## src/hw/rtl/tomlovt_pkg.sv

```systemverilog
// Shared types and constants for the TOML open-value tracker.
// No dependencies; imported by tomlovt_scan and the top level.
package tomlovt_pkg;

  localparam int DEPTH_BITS_DEF = 8;   // default nesting counter width
  localparam int REPORT_W       = 8;   // width of reported depths

  // character codes
  localparam logic [7:0] CH_NL   = 8'd10;
  localparam logic [7:0] CH_DQ   = 8'd34;
  localparam logic [7:0] CH_HASH = 8'd35;
  localparam logic [7:0] CH_SQ   = 8'd39;
  localparam logic [7:0] CH_LBRK = 8'd91;
  localparam logic [7:0] CH_BSL  = 8'd92;
  localparam logic [7:0] CH_RBRK = 8'd93;
  localparam logic [7:0] CH_LBRC = 8'd123;
  localparam logic [7:0] CH_RBRC = 8'd125;

  // item opcodes
  localparam logic OP_CHAR  = 1'b0;
  localparam logic OP_CLEAR = 1'b1;

  typedef enum logic [3:0] {
    M_NORMAL   = 4'd0,
    M_DQ1      = 4'd1,
    M_DQ2      = 4'd2,
    M_SQ1      = 4'd3,
    M_SQ2      = 4'd4,
    M_DSTR     = 4'd5,
    M_DSTR_ESC = 4'd6,
    M_SSTR     = 4'd7,
    M_COMMENT  = 4'd8,
    M_DBLOCK   = 4'd9,
    M_SBLOCK   = 4'd10
  } mode_t;

  // one input item as held in the input register
  typedef struct packed {
    logic       op;
    logic [7:0] char_code;
  } item_t;

  // one line-status result
  typedef struct packed {
    logic                value_open;
    logic                in_basic_block;
    logic                in_literal_block;
    logic [REPORT_W-1:0] bracket_depth;
    logic [REPORT_W-1:0] brace_depth;
  } res_t;

endpackage

```

## src/hw/rtl/tomlovt_scan.sv

```systemverilog
// Scanner state registers and per-byte next-state logic.
// Depends on tomlovt_pkg.
module tomlovt_scan import tomlovt_pkg::*; #(
  parameter int DEPTH_BITS = DEPTH_BITS_DEF
) (
  input  logic  clk,
  input  logic  rst_n,
  input  logic  en,         // commit the item this cycle
  input  item_t item,
  output logic  needs_out,  // item produces a result
  output res_t  res
);

  mode_t                 mode_r, mode_nxt;
  logic [1:0]            run_r, run_nxt;
  logic [DEPTH_BITS-1:0] brk_r, brk_nxt;
  logic [DEPTH_BITS-1:0] brc_r, brc_nxt;
  logic                  plain;
  logic                  is_nl;
  logic [7:0]            ch;

  assign ch        = item.char_code;
  assign is_nl     = (ch == CH_NL);
  assign needs_out = (item.op == OP_CHAR) && is_nl;

  always_comb begin
    mode_nxt = mode_r;
    run_nxt  = run_r;
    brk_nxt  = brk_r;
    brc_nxt  = brc_r;
    plain    = 1'b0;
    if (item.op == OP_CLEAR) begin
      mode_nxt = M_NORMAL;
      run_nxt  = 2'd0;
      brk_nxt  = '0;
      brc_nxt  = '0;
    end else if (is_nl) begin
      if (mode_r != M_DBLOCK && mode_r != M_SBLOCK) mode_nxt = M_NORMAL;
      run_nxt = 2'd0;
    end else begin
      unique case (mode_r)
        M_DQ1: begin
          if (ch == CH_DQ) mode_nxt = M_DQ2;
          else if (ch == CH_BSL) mode_nxt = M_DSTR_ESC;
          else mode_nxt = M_DSTR;
        end
        M_DQ2: begin
          if (ch == CH_DQ) begin
            mode_nxt = M_DBLOCK;
            run_nxt  = 2'd0;
          end else begin
            mode_nxt = M_NORMAL;
            plain    = 1'b1;
          end
        end
        M_SQ1: mode_nxt = (ch == CH_SQ) ? M_SQ2 : M_SSTR;
        M_SQ2: begin
          if (ch == CH_SQ) begin
            mode_nxt = M_SBLOCK;
            run_nxt  = 2'd0;
          end else begin
            mode_nxt = M_NORMAL;
            plain    = 1'b1;
          end
        end
        M_DSTR: begin
          if (ch == CH_DQ) mode_nxt = M_NORMAL;
          else if (ch == CH_BSL) mode_nxt = M_DSTR_ESC;
        end
        M_DSTR_ESC: mode_nxt = M_DSTR;
        M_SSTR:     if (ch == CH_SQ) mode_nxt = M_NORMAL;
        M_COMMENT:  mode_nxt = M_COMMENT;
        M_DBLOCK, M_SBLOCK: begin
          if (ch == ((mode_r == M_DBLOCK) ? CH_DQ : CH_SQ)) begin
            if (run_r == 2'd2) begin
              run_nxt  = 2'd0;
              mode_nxt = M_NORMAL;
            end else begin
              run_nxt = run_r + 2'd1;
            end
          end else begin
            run_nxt = 2'd0;
          end
        end
        default: begin   // normal and unused codes
          mode_nxt = M_NORMAL;
          plain    = 1'b1;
        end
      endcase

      // plain text outside strings
      if (plain) begin
        if (ch == CH_DQ) mode_nxt = M_DQ1;
        else if (ch == CH_SQ) mode_nxt = M_SQ1;
        else if (ch == CH_HASH) mode_nxt = M_COMMENT;
        else if (ch == CH_LBRK) begin
          if (brk_r != '1) brk_nxt = brk_r + 1'b1;
        end else if (ch == CH_RBRK) begin
          if (brk_r != '0) brk_nxt = brk_r - 1'b1;
        end else if (ch == CH_LBRC) begin
          if (brc_r != '1) brc_nxt = brc_r + 1'b1;
        end else if (ch == CH_RBRC) begin
          if (brc_r != '0) brc_nxt = brc_r - 1'b1;
        end
      end
    end
  end

  always_ff @(posedge clk) begin
    if (!rst_n) begin
      mode_r <= M_NORMAL;
      run_r  <= 2'd0;
      brk_r  <= '0;
      brc_r  <= '0;
    end else if (en) begin
      mode_r <= mode_nxt;
      run_r  <= run_nxt;
      brk_r  <= brk_nxt;
      brc_r  <= brc_nxt;
    end
  end

  // line status; a newline leaves depths alone and only drops non-block modes
  always_comb begin
    res.in_basic_block   = (mode_r == M_DBLOCK);
    res.in_literal_block = (mode_r == M_SBLOCK);
    res.value_open       = res.in_basic_block || res.in_literal_block ||
                           (brk_r != '0) || (brc_r != '0);
    res.bracket_depth    = (brk_r > DEPTH_BITS'(255)) ? 8'hFF : REPORT_W'(brk_r);
    res.brace_depth      = (brc_r > DEPTH_BITS'(255)) ? 8'hFF : REPORT_W'(brc_r);
  end

  // closing-quote run only counts inside a block
  a_run_in_block: assert property (@(posedge clk) disable iff (!rst_n)
    (run_r != 2'd0) |-> (mode_r == M_DBLOCK || mode_r == M_SBLOCK))
    else $error("quote run outside block");

  // clear restores reset state
  a_clear: assert property (@(posedge clk) disable iff (!rst_n)
    (en && item.op == OP_CLEAR) |=>
      (mode_r == M_NORMAL && run_r == 2'd0 && brk_r == '0 && brc_r == '0))
    else $error("clear did not reset state");

  // end of line leaves only block modes open
  a_eol: assert property (@(posedge clk) disable iff (!rst_n)
    (en && needs_out) |=> (run_r == 2'd0 &&
      (mode_r == M_NORMAL || mode_r == M_DBLOCK || mode_r == M_SBLOCK)))
    else $error("newline left string or comment open");

  // bracket nesting changes by at most one per byte
  a_depth_step: assert property (@(posedge clk) disable iff (!rst_n)
    (en && item.op == OP_CHAR) |=>
      (brk_r == $past(brk_r) || brk_r == $past(brk_r) + 1'b1 ||
       brk_r == $past(brk_r) - 1'b1))
    else $error("bracket depth jumped");

endmodule

```

## src/hw/rtl/toml_open_value_tracker_unit.sv

```systemverilog
// Top level of the TOML open-value tracker: stream ports, input and result registers.
// Depends on tomlovt_pkg and tomlovt_scan.
//
// Path: a request is held in the input register; when the scanner commits it,
// the scanner update also loads the result register for a newline.
// Throughput: one byte per cycle; only a stalled result that a newline must
// replace holds input.
// Reset: synchronous active-low rst_n clears scan state and both valid flags.
module toml_open_value_tracker_unit import tomlovt_pkg::*; #(
  parameter int DEPTH_BITS = DEPTH_BITS_DEF   // nesting counter width, 2..32
) (
  input  logic        clk,
  input  logic        rst_n,
  // input stream
  input  logic        in_tvalid,
  output logic        in_tready,
  input  logic [7:0]  in_tdata,    // [7:0] char_code
  input  logic        in_tuser,    // [0] op (0 = byte, 1 = clear)
  // result stream
  output logic        out_tvalid,
  input  logic        out_tready,
  output logic [23:0] out_tdata    // [0] value_open, [1] in_basic_block,
                                   // [2] in_literal_block, [10:3] bracket_depth,
                                   // [18:11] brace_depth, [23:19] zero
);

  item_t item_r;
  logic  in_valid_r;
  res_t  res_r;
  logic  out_valid_r;

  logic  needs_out;
  res_t  res;
  logic  out_free;
  logic  consume;

  // Output slot can take a new result if empty or being drained now.
  assign out_free  = !out_valid_r || out_tready;
  // Held request retires when it produces nothing or the slot is free.
  assign consume   = in_valid_r && (!needs_out || out_free);
  assign in_tready = !in_valid_r || consume;

  // Input register: payload without reset.
  always_ff @(posedge clk) begin
    if (in_tvalid && in_tready) begin
      item_r.op        <= in_tuser;
      item_r.char_code <= in_tdata;
    end
  end

  always_ff @(posedge clk) begin
    if (!rst_n) begin
      in_valid_r <= 1'b0;
    end else if (in_tready) begin
      in_valid_r <= in_tvalid;
    end
  end

  tomlovt_scan #(
    .DEPTH_BITS(DEPTH_BITS)
  ) u_scan (
    .clk      (clk),
    .rst_n    (rst_n),
    .en       (consume),
    .item     (item_r),
    .needs_out(needs_out),
    .res      (res)
  );

  // Result register.
  always_ff @(posedge clk) begin
    if (consume && needs_out) begin
      res_r <= res;
    end
  end

  always_ff @(posedge clk) begin
    if (!rst_n) begin
      out_valid_r <= 1'b0;
    end else if (consume && needs_out) begin
      out_valid_r <= 1'b1;
    end else if (out_tready) begin
      out_valid_r <= 1'b0;
    end
  end

  assign out_tvalid = out_valid_r;
  assign out_tdata  = {5'd0, res_r.brace_depth, res_r.bracket_depth,
                       res_r.in_literal_block, res_r.in_basic_block, res_r.value_open};

endmodule
```

## config.mk

```make
export PLATFORM = sky130hd
export DESIGN_NAME = toml_open_value_tracker_unit
export DESIGN_NICKNAME = d
export VERILOG_FILES = /design/src/hw/rtl/tomlovt_pkg.sv /design/src/hw/rtl/tomlovt_scan.sv /design/src/hw/rtl/toml_open_value_tracker_unit.sv
export SDC_FILE = /design/constraint.sdc
export NUM_CORES = 1
export LEC_CHECK = 0
export ABC_AREA = 1
export BUFFER_PORTS_ARGS = -buffer_cell sky130_fd_sc_hd__buf_2
export CORE_MARGIN = 1.5
export CORE_UTILIZATION = 59
export DETAILED_ROUTE_END_ITERATION = 8
export PLACE_DENSITY = 0.84
export SLEW_MARGIN = 20
export SYNTH_ARGS = -nofsm -noshare
export SYNTH_HDL_FRONTEND = slang
export SYNTH_SLANG_ARGS = --single-unit
```

## constraint.sdc

```tcl
create_clock -name clk -period 2.7 [get_ports clk]
set_clock_uncertainty 0.2 [all_clocks]
set_input_delay 0 -clock clk [delete_from_list [all_inputs] [get_ports clk]]
set_output_delay 0 -clock clk [all_outputs]
set_load 0.01 [all_outputs]
```

**Word level (Yosys, flattened, before mapping)**

Cells that the tools add are included.

- Register bits: 52
- Input bits: 13

- Add/sub/neg operators: 5
- $lt $le $gt $ge: 2
- Equal/unequal tests: 36
- Muxes and demuxes: 55
- Bitwise gates (word level): 1
- Reductions and logical operators: 29

Operators by type and width:

| cell | count |
|---|---|
| $mux 8 | 22 |
| $mux 4 | 15 |
| $eq 8x7->1 const B | 5 |
| $pmux 4 s9 | 1 |
| $eq 8x6->1 const B | 3 |
| $add 8x1->8 const B | 2 |
| $eq 4x3->1 const B | 4 |
| $gt 8x8->1 const B | 2 |
| $mux 2 | 8 |
| $ne 8x8->1 const B | 2 |
| $reduce_bool 8->1 | 2 |
| $sub 8x1->8 const B | 2 |
| $eq 4x4->1 const B | 3 |
| $ne 2x2->1 const B | 6 |
| $reduce_bool 3->1 | 4 |
| $reduce_and 11->1 | 1 |
| $ne 3x3->1 const B | 3 |
| $reduce_and 9->1 | 1 |
| $eq 4x2->1 const B | 2 |
| $eq 8x4->1 const B | 1 |
| $eq 8x8->1 | 1 |
| $ne 4x2->1 const B | 2 |
| $ne 4x4->1 const B | 2 |
| $reduce_or 8->1 | 1 |
| 16 further kinds | 33 |

**Depth between registers and ports, before layout**

- Depth after elaboration: 12
- Depth in mapped cells: 15
- Gate-level depth less buffers: 15

**Modules after synthesis**

A second synthesis with hierarchy kept.

- Cell total of the unflattened synthesis: 455
- Area, all modules: 3360.7 sq um

By module, submodules not included:

| module | instances | cells an instance | area an instance (sq um) | sequential area each (sq um) |
|---|---|---|---|---|
| tomlovt_scan | 1 | 402 | 2357.3 | 440.4 |
| toml_open_value_tracker_unit | 1 | 53 | 1003.5 | 880.8 |

**Least setup slack after synthesis**

OpenSTA, ideal clock, no wires.

- Path type: register to register
- Start point: register item_r[2] (netlist bit)
- End point: register u_scan.brk_r[5]
- Setup time: 0.070 ns
- Arrival: 2.069 ns
- Setup slack: 0.361 ns
- Cell stages (with the launch flop): 13
- Path buffers: 0
- Clock period less this slack: 2.339 ns
- Cell sequence: edfxtp_1 > inv_2 > nand2_1 > nor2_2 > nand2_1 > ha_1 > nand2_1 > or2_2 > nand4_1 > nand2_1 > nor2_1 > nand3_1 > a21oi_1

- Word-level cells in the longest chain between the ends: 8
- Elaborated cells on any way between the ends: 31
- Those cells by class: eq/ne (11); mux (12); reduce/logical (8)

RTL lines:

| element | line | text |
|---|---|---|
| start, declared | toml_open_value_tracker_unit.sv:27 | `item_t item_r;` |
| parallel branches: the longest is 8 deep, another holds $reduce_and 9->1 | - |  |
| end signal, assigned | tomlovt_scan.sv:118 | `brk_r <= brk_nxt;` |
| end, declared | tomlovt_scan.sv:16 | `logic [DEPTH_BITS-1:0] brk_r, brk_nxt;` |

Parallel ways; which one is timed is not known. The select of a mux whose other input is x is not followed.
A chain may end at the register's enable or synchronous reset.

**Final worst setup path**

- Start point: register item_r[2] (netlist bit)
- End point: register u_scan.brc_r[7]

- Word-level cells in the longest chain between the ends: 10
- Elaborated cells on any way between the ends: 37
- Those cells by class: eq/ne (15); mux (14); reduce/logical (8)

RTL lines:

| element | line | text |
|---|---|---|
| $eq 8x7->1 | tomlovt_scan.sv:100 | `end else if (ch == CH_LBRC) begin` |
| $mux 8 | tomlovt_scan.sv:100 |  |
| $mux 8 | tomlovt_scan.sv:98 | `end else if (ch == CH_RBRK) begin` |
| $mux 8 | tomlovt_scan.sv:96 | `else if (ch == CH_LBRK) begin` |
| $mux 8 | tomlovt_scan.sv:95 | `else if (ch == CH_HASH) mode_nxt = M_COMMENT;` |
| $mux 8 | tomlovt_scan.sv:94 | `else if (ch == CH_SQ) mode_nxt = M_SQ1;` |
| $mux 8 | tomlovt_scan.sv:93 | `if (ch == CH_DQ) mode_nxt = M_DQ1;` |
| $mux 8 | tomlovt_scan.sv:92 | `if (plain) begin` |
| $mux 8 | tomlovt_scan.sv:37 | `end else if (is_nl) begin` |
| $mux 8 | tomlovt_scan.sv:32 | `if (item.op == OP_CLEAR) begin` |
| end signal, assigned | tomlovt_scan.sv:119 | `brc_r <= brc_nxt;` |
| end, declared | tomlovt_scan.sv:17 | `logic [DEPTH_BITS-1:0] brc_r, brc_nxt;` |

Several ways; a longest one is shown, not always the timed one. The select of a mux whose other input is x is not followed.

==> results by group <==
Critical path
  • CP max stage delay: approximately 480 ps
  • R2R Path End: u_scan.brc_r[7]
  • Most frequent CP cell: nand2_1
  • Setup crit start kind: flip-flop
  • Crit-path cells: nor2_2 > nand2_2 > nor2_4 > inv_2 > ha_1 > nand2_1 > nor3_2 > nand2_1 > nand3_1 > nand3_1 > nand2_1 > nand4_1 > a21oi_1
  • CP arrival: roughly 2600 ps
  • Worst r2r src: item_r[2]
  • Reg2Reg Depth: 13
  • Reg-to-reg setup timing slack: between 100 and 150 ps
  • Critical path's slowest cell: edfxtp_1
  • Worst setup endpoint: u_scan.brc_r[7]
  • Worst Path Max Fanout: 8
  • Worst setup path startpoint: item_r[2]
  • CP required: approximately 2700 ps
  • CP Capture Type: flip-flop
  • Kind of critical path: reg -> reg

Clocking
  • Clock sink count: 52
  • Root Driver: clkbuf_8
  • H-tree depth: 2
  • Clock Pin Slew Worst Setup and Hold Paths: roughly 100 ps
  • Worst-Skew Late Latency: roughly 310 ps
  • CTS max path bufs: 2
  • CTS tree: yes
  • CTS Buf Count: 5

Global routing
  • Busiest layer in global routing: met2
  • First-pass GRT wire length: ~14 mm
  • Largest net degree at the start of global routing: 22
  • GRT met1 Usage: 0.350
  • Met2 Track Usage GR: 0.476
  • Vias in the first global route: approximately 3,100
  • Total gr overflow: 0
  • Met3 Use GR: 0.0523
  • Gr usage total: 0.279
  • Initial antenna violation count: 0

Placement
  • Placed inst area: between 3000 and 4000 µm²
  • HPWL after detailed placement: around 6.0 mm
  • Port bufs: 33
  • GPL Wtd Cong: a little under 1
  • Inst Count DP: about 570

Drt
  • Routed wire length: 8.15 mm
  • WL/cell: 13.8 µm
  • DRC: 0
  • Post-DRT Antenna Nets: 0
  • Vias: around 3,300
  • Initial drt markers: 287
  • 1st-pass router iterations: 5
  • Via density: roughly 5.5

Pwr
  • VDD IR max: between 200 and 300 µV
  • Pwr Density: roughly 400 nW/µm²
  • Pleak: 1.78 nW
  • Total power: between 0.0015 and 0.002 W

Synthesis
  • Mapped Cells: around 470
  • Most common cell in the netlist: nand2_1
  • Synth cell types: 34
  • Synth top area cells: edfxtp_1 (25%), dfxtp_1 (14%), nand2_1 (14%)
  • Avg Cell Area, Syn: 7.23 µm²
  • Ys Warns: 0
  • Sequential area share after synthesis: 0.392
  • Post-synth EDFFs: 28
  • Netlist Area Pre-Place: approximately 3400 µm²
  • Post-synth ARST share: 0
  • Synth cell count leaders: nand2_1 (126), inv_1 (58), nor2_1 (49)
  • Top FF cell, synth: edfxtp_1
  • Area share of the largest cell type after synthesis: 0.250
  • Leading area contributor after synthesis: edfxtp_1
  • Yosys reg bits: 52

STA
  • Crit path time final: between 2000 and 3000 ps
  • Final Hold Fails: 0
  • RSZ-0062 raised after global routing: false
  • Worst slew pin tran: roughly 760 ps
  • Endpoints failing setup: 0
  • WHS: about 190 ps
  • Slew Viols, Final: 0
  • Relative slew slack: 0.493
  • Part of the cycle the worst path needs: 0.946
  • F_max: roughly 0.39 GHz
  • Final TNS setup: 0 ps

Final layout
  • Fill cells: 473
  • Share of cells above drive strength 1: 0.168
  • # nets final: ~550
  • Finished Layout Cells: approximately 590
  • Area of the multi-input gates: between 1500 and 2000 µm²
  • Post-Layout Inst Area: 3870 µm²
  • Synth-to-Final Area Change: 15.1%
  • Antenna fix cells: 0
  • FF/Latch Area: 1320 µm²

Floorplan
  • Initial Util: 0.611
  • Core area: roughly 5500 µm²
  • Ports: 39
  • Row cnt: 27
  • Die height: about 79 µm
  • Die area: approximately 6200 µm²
  • DIE WIDTH: 78.5 µm

Flow run
  • Total of max-cap violations: 0

Outcome
  • Status: completed

Hold path
  • Type of the worst min-delay path: in -> reg
-- cell usage in the layout, fill, tap and decap left out, drive strengths merged, types with 4 or more instances in the layout --
cell type	netlist	routed
nand2	136	136
inv	67	68
nor2	56	56
nand3	43	43
buf	9	39
a21oi	33	33
edfxtp	28	28
nand4	25	25
dfxtp	24	24
dlygate4sd3	0	13
ha	12	12
nor3	8	8
clkbuf	2	6
o21ai	6	6
conb	1	5
xnor2	4	4
-- critical path: cells and delay by family, from the launching register on --
| kind | cells | cell delay, ps |
|---|---|---|
| buf+inv | 1 | 120 |
| simple gates | 10 | 1080 |
| fa+ha+maj | 1 | 400 |
| compound gates | 1 | 180 |
| flops | 1 | 480 |
-- layout make-up --
cell class / instances / area share
well taps: 72 / 0.0232
repair buffers: 52 / 0.0878
clock buffers: 6 / 0.0213
flip-flops and latches: 52 / 0.341
inverters: 67 / 0.0649
multi-input cells: 340 / 0.458
clock inverters: 2 / 0.00355
-- repair_timing --
action,in CTS,in global routing
setup endpoints to repair,0,8
setup buffers,0,2
hold buffers,13,0
hold endpoints to repair,13,0
resized for setup,0,7
-- where the power goes --
group | internal, W | switching (W) | total, W
clock | 0.000210 | 0.000260 | 0.000470
sequential | 0.000850 | 0.0000253 | 0.000875
combinational | 0.0000808 | 0.000131 | 0.000212
-- layer usage --
layer	up-vias	wire length (µm)
met5	-	0
met4	0	189
met3	29	499
met2	139	3900
met1	1461	3560
li1	1622	-
-- per-stage QoR --
stage                     worst slack [ps]   util
after floorplan                        361      -
after global routing                  2.81  0.704
after global placement                 194  0.654
final                                  146  0.704
after CTS                             73.2  0.695
after detailed placement               103  0.654
-- logic make-up (layout without fill, tap and decap cells) --
family	after synthesis	after routing	share of synthesized area
DFF	52	52	0.392
and+or+nand+nor	274	274	0.375
AOI/OAI and AO/OA	41	41	0.0643
adders and majority gates	14	14	0.0565
other	1	5	0.00111
xor gates and xnor gates	6	6	0.0156
buffers and inverters	78	127	0.0948
-- worst min-delay path by stage --
stage,cells past startpoint,to,from
after floorplan,0,item_r[0],in_tdata[0]
after global placement,1,item_r[3],in_tdata[3]
after detailed placement,1,item_r[2],in_tdata[2]
after CTS,2,item_r[7],in_tdata[7]
after global routing,2,item_r[8],in_tuser
final,2,item_r[6],in_tdata[6]
-- flip-flops by register name, indices dropped and copies added, names as in the netlist --
register       count
out_tdata         19
item_r             9
in_valid_r         1
u_scan.brk_r       8
u_scan.brc_r       8
out_tvalid         1
u_scan.mode_r      4
u_scan.run_r       2
Note: power is estimated with default switching activity, not from simulation.
